[config.mk]
export PLATFORM = sky130hd
export DESIGN_NAME = hng_seq
export DESIGN_NICKNAME = d
export VERILOG_FILES = /design/src/sv/hng_pkg.sv /design/src/sv/hng_seq.sv
export SDC_FILE = /design/constraint.sdc
export NUM_CORES = 1
export LEC_CHECK = 0
export BUFFER_PORTS_ARGS = -buffer_cell sky130_fd_sc_hd__buf_2
export CAP_MARGIN = 20
export CORE_UTILIZATION = 50
export CTS_CLUSTER_DIAMETER = 200
export CTS_CLUSTER_SIZE = 24
export DETAILED_ROUTE_END_ITERATION = 8
export GPL_ROUTABILITY_DRIVEN = 0
export PLACE_DENSITY = 0.78
export SYNTH_ARGS = -nofsm -noshare
export SYNTH_HDL_FRONTEND = slang
export SYNTH_SLANG_ARGS = --single-unit
[constraint.sdc]
create_clock -name clock -period 1.76 [get_ports clock]
set_input_delay 0.264 -clock clock [delete_from_list [all_inputs] [get_ports clock]]
set_output_delay 0.264 -clock clock [all_outputs]
set_load 0.03 [all_outputs]
[src/sv/hng_pkg.sv]
// Package for the heightmap normal generator.
// Field widths, fixed-point constants, sequencer states and the control struct.
// No dependencies.
package hng_pkg;

   localparam int COORD_W    = 8;
   localparam int COLOR_W    = 8;
   localparam int SUM_W      = 10;
   localparam int SCALE_W    = 16;
   localparam int MAPW_W     = 9;
   localparam int NX_W       = 16;
   localparam int NY_W       = 15;
   localparam int MAG_W      = 26;
   localparam int PROD_W     = 2 * MAG_W;
   localparam int DIFF_W     = MAG_W + 1;
   localparam int SQ_W       = PROD_W + 1;
   localparam int ACC_W      = 64;
   localparam int LEN_W      = 32;
   localparam int QUOT_W     = 16;
   localparam int CNT_W      = 5;
   localparam int SEL_W      = 2;
   localparam int ROOT_STEPS = 32;
   localparam int FRAC_SHIFT = 20;
   localparam int ROOT_SHIFT = 10;

   localparam int CSR_IDX_W  = 1;
   localparam int CSR_DATA_W = 16;

   localparam logic [CSR_IDX_W-1:0] CSR_MAP_WIDTH    = 1'b0;
   localparam logic [CSR_IDX_W-1:0] CSR_HEIGHT_SCALE = 1'b1;

   localparam logic [MAPW_W-1:0]  MAPW_RESET  = 9'd256;
   localparam logic [SCALE_W-1:0] SCALE_RESET = 16'd256;

   localparam logic OP_LOAD  = 1'b0;
   localparam logic OP_QUERY = 1'b1;

   // upward term 2.0 in Q.8 and its square
   localparam logic [MAG_W-1:0] DY_Q8 = 26'd512;
   localparam logic [SQ_W-1:0]  DY_SQ = 53'd262144;

   localparam logic [QUOT_W-1:0] SAT_POS = 16'd32767;
   localparam logic [QUOT_W:0]   SAT_NEG = 17'd32768;

   localparam logic [SEL_W-1:0] NB_UP    = 2'd0;
   localparam logic [SEL_W-1:0] NB_DOWN  = 2'd1;
   localparam logic [SEL_W-1:0] NB_LEFT  = 2'd2;
   localparam logic [SEL_W-1:0] NB_RIGHT = 2'd3;
   localparam logic [SEL_W-1:0] NB_LAST  = 2'd3;

   localparam logic [SEL_W-1:0] COMP_X    = 2'd0;
   localparam logic [SEL_W-1:0] COMP_Y    = 2'd1;
   localparam logic [SEL_W-1:0] COMP_Z    = 2'd2;
   localparam logic [SEL_W-1:0] COMP_LAST = 2'd2;

   typedef enum logic [3:0] {
      ST_IDLE,
      ST_RD_ADDR,
      ST_RD_MUL,
      ST_RD_ACC,
      ST_SQ_X,
      ST_SQ_Z,
      ST_SQ_SUM,
      ST_ROOT_INIT,
      ST_ROOT,
      ST_DIV_INIT,
      ST_DIV,
      ST_DIV_STORE,
      ST_OUT
   } state_type;

   typedef struct packed {
      state_type          step;
      logic [SEL_W-1:0]   sel;
      logic               load_wr;
      logic               query_start;
      logic               out_load;
   } hng_ctrl_type;

endpackage

[src/sv/hng_seq.sv]
// Sequencer: walks one transaction through neighbor reads, root and divisions.
// Depends on hng_pkg.
module hng_seq import hng_pkg::*; (
   input  logic         clock,
   input  logic         reset,
   input  logic         req_valid,
   input  logic         req_op,
   output logic         req_ready,
   output logic         rsp_valid,
   input  logic         rsp_ready,
   output hng_ctrl_type ctrl
);

   state_type        state_ff, state_in;
   logic [SEL_W-1:0] sel_ff, sel_in;
   logic [CNT_W-1:0] cnt_ff, cnt_in;
   logic             rsp_valid_ff, rsp_valid_in;
   logic             load_wr, query_start, out_load;

   always_ff @(posedge clock) begin
      if (reset) begin
         state_ff     <= ST_IDLE;
         sel_ff       <= '0;
         cnt_ff       <= '0;
         rsp_valid_ff <= 1'b0;
      end else begin
         state_ff     <= state_in;
         sel_ff       <= sel_in;
         cnt_ff       <= cnt_in;
         rsp_valid_ff <= rsp_valid_in;
      end
   end

   always_comb begin
      state_in    = state_ff;
      sel_in      = sel_ff;
      cnt_in      = cnt_ff;
      load_wr     = 1'b0;
      query_start = 1'b0;
      out_load    = 1'b0;
      unique case (state_ff)
         ST_IDLE: begin
            if (req_valid) begin
               if (req_op == OP_QUERY) begin
                  query_start = 1'b1;
                  sel_in      = NB_UP;
                  state_in    = ST_RD_ADDR;
               end else begin
                  load_wr = 1'b1;
               end
            end
         end
         ST_RD_ADDR: state_in = ST_RD_MUL;
         ST_RD_MUL:  state_in = ST_RD_ACC;
         ST_RD_ACC: begin
            if (sel_ff == NB_LAST) begin
               state_in = ST_SQ_X;
            end else begin
               sel_in   = sel_ff + 1'b1;
               state_in = ST_RD_ADDR;
            end
         end
         ST_SQ_X:   state_in = ST_SQ_Z;
         ST_SQ_Z:   state_in = ST_SQ_SUM;
         ST_SQ_SUM: state_in = ST_ROOT_INIT;
         ST_ROOT_INIT: begin
            cnt_in   = CNT_W'(ROOT_STEPS - 1);
            state_in = ST_ROOT;
         end
         ST_ROOT: begin
            if (cnt_ff == '0) begin
               sel_in   = COMP_X;
               state_in = ST_DIV_INIT;
            end else begin
               cnt_in = cnt_ff - 1'b1;
            end
         end
         ST_DIV_INIT: begin
            cnt_in   = CNT_W'(QUOT_W - 1);
            state_in = ST_DIV;
         end
         ST_DIV: begin
            if (cnt_ff == '0) begin
               state_in = ST_DIV_STORE;
            end else begin
               cnt_in = cnt_ff - 1'b1;
            end
         end
         ST_DIV_STORE: begin
            if (sel_ff == COMP_LAST) begin
               state_in = ST_OUT;
            end else begin
               sel_in   = sel_ff + 1'b1;
               state_in = ST_DIV_INIT;
            end
         end
         ST_OUT: begin
            if (!rsp_valid_ff || rsp_ready) begin
               out_load = 1'b1;
               state_in = ST_IDLE;
            end
         end
         default: state_in = ST_IDLE;
      endcase
   end

   always_comb begin
      rsp_valid_in = rsp_valid_ff;
      if (out_load) begin
         rsp_valid_in = 1'b1;
      end else if (rsp_ready) begin
         rsp_valid_in = 1'b0;
      end
   end

   assign req_ready        = (state_ff == ST_IDLE);
   assign rsp_valid        = rsp_valid_ff;
   assign ctrl.step        = state_ff;
   assign ctrl.sel         = sel_ff;
   assign ctrl.load_wr     = load_wr;
   assign ctrl.query_start = query_start;
   assign ctrl.out_load    = out_load;

endmodule

==> results_dict.tcl <==
set metrics [dict create \
    crit_slowest_cell "dfxtp_2" \
    cp.buffers_inverters 1 \
    vias 722 \
    multi_input_area_sq_um 488 \
    die_area_sq_mm 0.00174 \
    critPathTopFamily "simple AND/OR/NAND/NOR gates" \
    die_h_um 41.7 \
    synth_top_area_share_pct 30.4 \
    drt_first_iter_violations 25 \
    critPathRequiredTime_ns 1.50 \
    yosys-top-cells-area "dfxtp_1 30%, ha_1 4.8%, buf_4 3.8%" \
    grt_use_total_pct 20.5 \
    setup_tns_ns 0 \
    netlist-cell-type-count 36 \
    yosysWarnings 0 \
    p_per_area_mw_per_mm2 724 \
    antenna_found_initial 0 \
    dp_cells 112 \
    die_w_um 41.7 \
    drc 0 \
    skew_ns 0.00290 \
    crit_chain "nor4_4 > and3_4 > buf_2" \
    crit_type "reg2out" \
    grt_pass1_vias 622 \
    cts_tree "yes" \
    clock_path_buffers 2 \
    slew-limit-headroom_pct 77.0 \
    setup_viol 0 \
    dr.pass1.iters 4 \
    final_max_slew_viol_count 0 \
    clk_latency_ns 0.27 \
    clk_pin_slew_ns 0.07 \
    syn-num-nets 97 \
    cp-start-kind "flip-flop" \
    totalWireLength_um 1620 \
    htreeDepth 1 \
    post-route-util_pct 63.6 \
    drive_gt1_share_pct 29.7 \
    cp_max_fo 17 \
    cts.sink_count 12 \
    io_buffers 15 \
    rows 13 \
    peakVddDrop_mv 0.417 \
    n_antenna_cell 0 \
    core_sq_mm 0.00138 \
    final_cell_mix "15 x buf_2, 8 x dfxtp_1, 7 x nor2_1" \
    worstPathArrival_ns 1.44 \
    total_power_uw 637 \
    viasPerCell 6.22 \
    cap_violations 0 \
    initial_core_util_pct 57.1 \
    worst_slack_ns 0.0544 \
    fin_crit_sh_pct 96.9 \
    max_stage_delay_ns 0.42 \
    p_leak_nw 0.359 \
    syn_to_final_growth_pct 11.4 \
    min_period_ns 1.71 \
    cts_root_buf "clkbuf_4" \
    syn_area_per_cell_sq_um 8.87 \
    final_hold_viol_count 0 \
    synthCells 89 \
    rsz0062_at_grt "no" \
    wl_per_cell_um 13.9 \
    grt_overflow 0 \
    synth_top_cell_by_area "dfxtp_1" \
    ios 16 \
    layout.cells.non_filler 116 \
    grt_max_degree 18 \
    status "completed" \
    nFillCells 110 \
    numCtsBuffers 3 \
    syn_area_sq_um 790 \
    r2r_setup_slack_ns 0.18 \
    num-nets-final 111 \
    dp_hpwl_um 1140 \
    grt_pass1_wl_um 2790 \
    pre_cts_slack_ns 0.174 \
    ant_nets 0 \
    hp-class "in2reg" \
    cp-end-kind "output port" \
    worst_slew_pin_slew_ns 0.340 \
    max_freq_ghz 0.586 \
    ys_ff_latch 12 \
    seqCellArea_sq_um 245 \
    yosysSeqAreaShare_pct 30.4 \
    final_common_cell "buf_2" \
]
-- stage by stage --
step / cell area (sq um) / hold WS (ns)
after floorplan: 793 / 0.431
after global placement: 846 / 0.483
after detailed placement: 846 / 0.487
after CTS: 877 / 0.307
after global routing: 880 / 0.340
final: 880 / 0.319
-- power by group --
| group | internal, mW | switching, mW | total (mW) |
|---|---|---|---|
| clock network | 0.0793 | 0.0889 | 0.168 |
| logic | 0.0589 | 0.0879 | 0.147 |
| registers | 0.282 | 0.0396 | 0.322 |
| total | 0.420 | 0.216 | 0.637 |
-- kinds of logic (layout without fill, tap and decap cells) --
kind of cell             Yosys count  after routing  share of synthesized area (%)
AO/OA/AOI/OAI                     18             18                           16.3
multiplexers                       2              2                           2.85
AND/OR/NAND/NOR                   39             39                           34.2
adder cells (fa/ha/maj)            3              3                           4.75
flip-flops                        12             12                           30.4
XOR/XNOR                           3              3                           3.33
buffers and inverters             12             24                           8.08
-- cell type report --
class / instances / area share [%]
clock buffer: 3 / 2.56
inverter: 4 / 1.71
multi-input combinational: 65 / 55.5
sequential: 12 / 27.9
tap: 15 / 2.13
timing repair buffer: 17 / 10.2
-- Yosys cell counts --
cell	number
dfxtp_1	12
nor2_1	8
a21oi_1	5
buf_4	4
inv_1	4
nand2_1	4
a211oi_1	3
a221oi_1	3
buf_2	3
ha_1	3
nor2b_1	3
nor3b_1	3
xnor2_1	3
a31oi_1	2
and3b_1	2
mux2_1	2
nand3_1	2
nand3b_1	2
nand4_1	2
nor3_1	2
o21ai_1	2
a2111oi_1	1
a21o_1	1
a311oi_2	1
and2b_1	1
and3_4	1
clkbuf_1	1
nand2b_1	1
nand4b_1	1
nor3_2	1
nor4_1	1
nor4_4	1
nor4b_1	1
nor4b_4	1
or3_1	1
or3b_1	1
-- final timing paths --
check / to / depth (start not counted) / startpoint
worst min register to register: cnt_ff[0] / 1 / cnt_ff[0]
worst min-delay path: state_ff[0] / 3 / req_op
worst max register to register: state_ff[0] / 5 / sel_ff[0]
worst max-delay path: ctrl[1] / 3 / state_ff[2]
-- layer usage --
metal  part of all wire [%]  wire length, um  vias to the layer above  track usage (%)
li1                       -                -                      353                -
met5                      0                0                        -                0
met2                     40              654                       34             27.5
met1                     52              838                      330             31.7
met3                    5.3               86                        5             2.61
met4                    2.2               36                        0             9.68
-- sequential cells by signal (all words and copies together), names as in the netlist --
name and count:
cnt_ff 5, state_ff 4, sel_ff 2, rsp_valid 1
-- repair_timing --
action                     in CTS  in global routing
hold buffers                    0                  0
setup endpoints to repair       1                  1
buffers inserted                1                  0
gates resized for setup         1                  1
pin swaps                       1                  0
-- worst reg2reg max path, stage by stage, from the launching register on --
cell,delay (ns)
dfxtp_1,0.33
ha_1,0.23
or3b_1,0.35
a21oi_1,0.16
nor2_1,0.06
a2111oi_1,0.34
(Power assumes the default switching activity.)
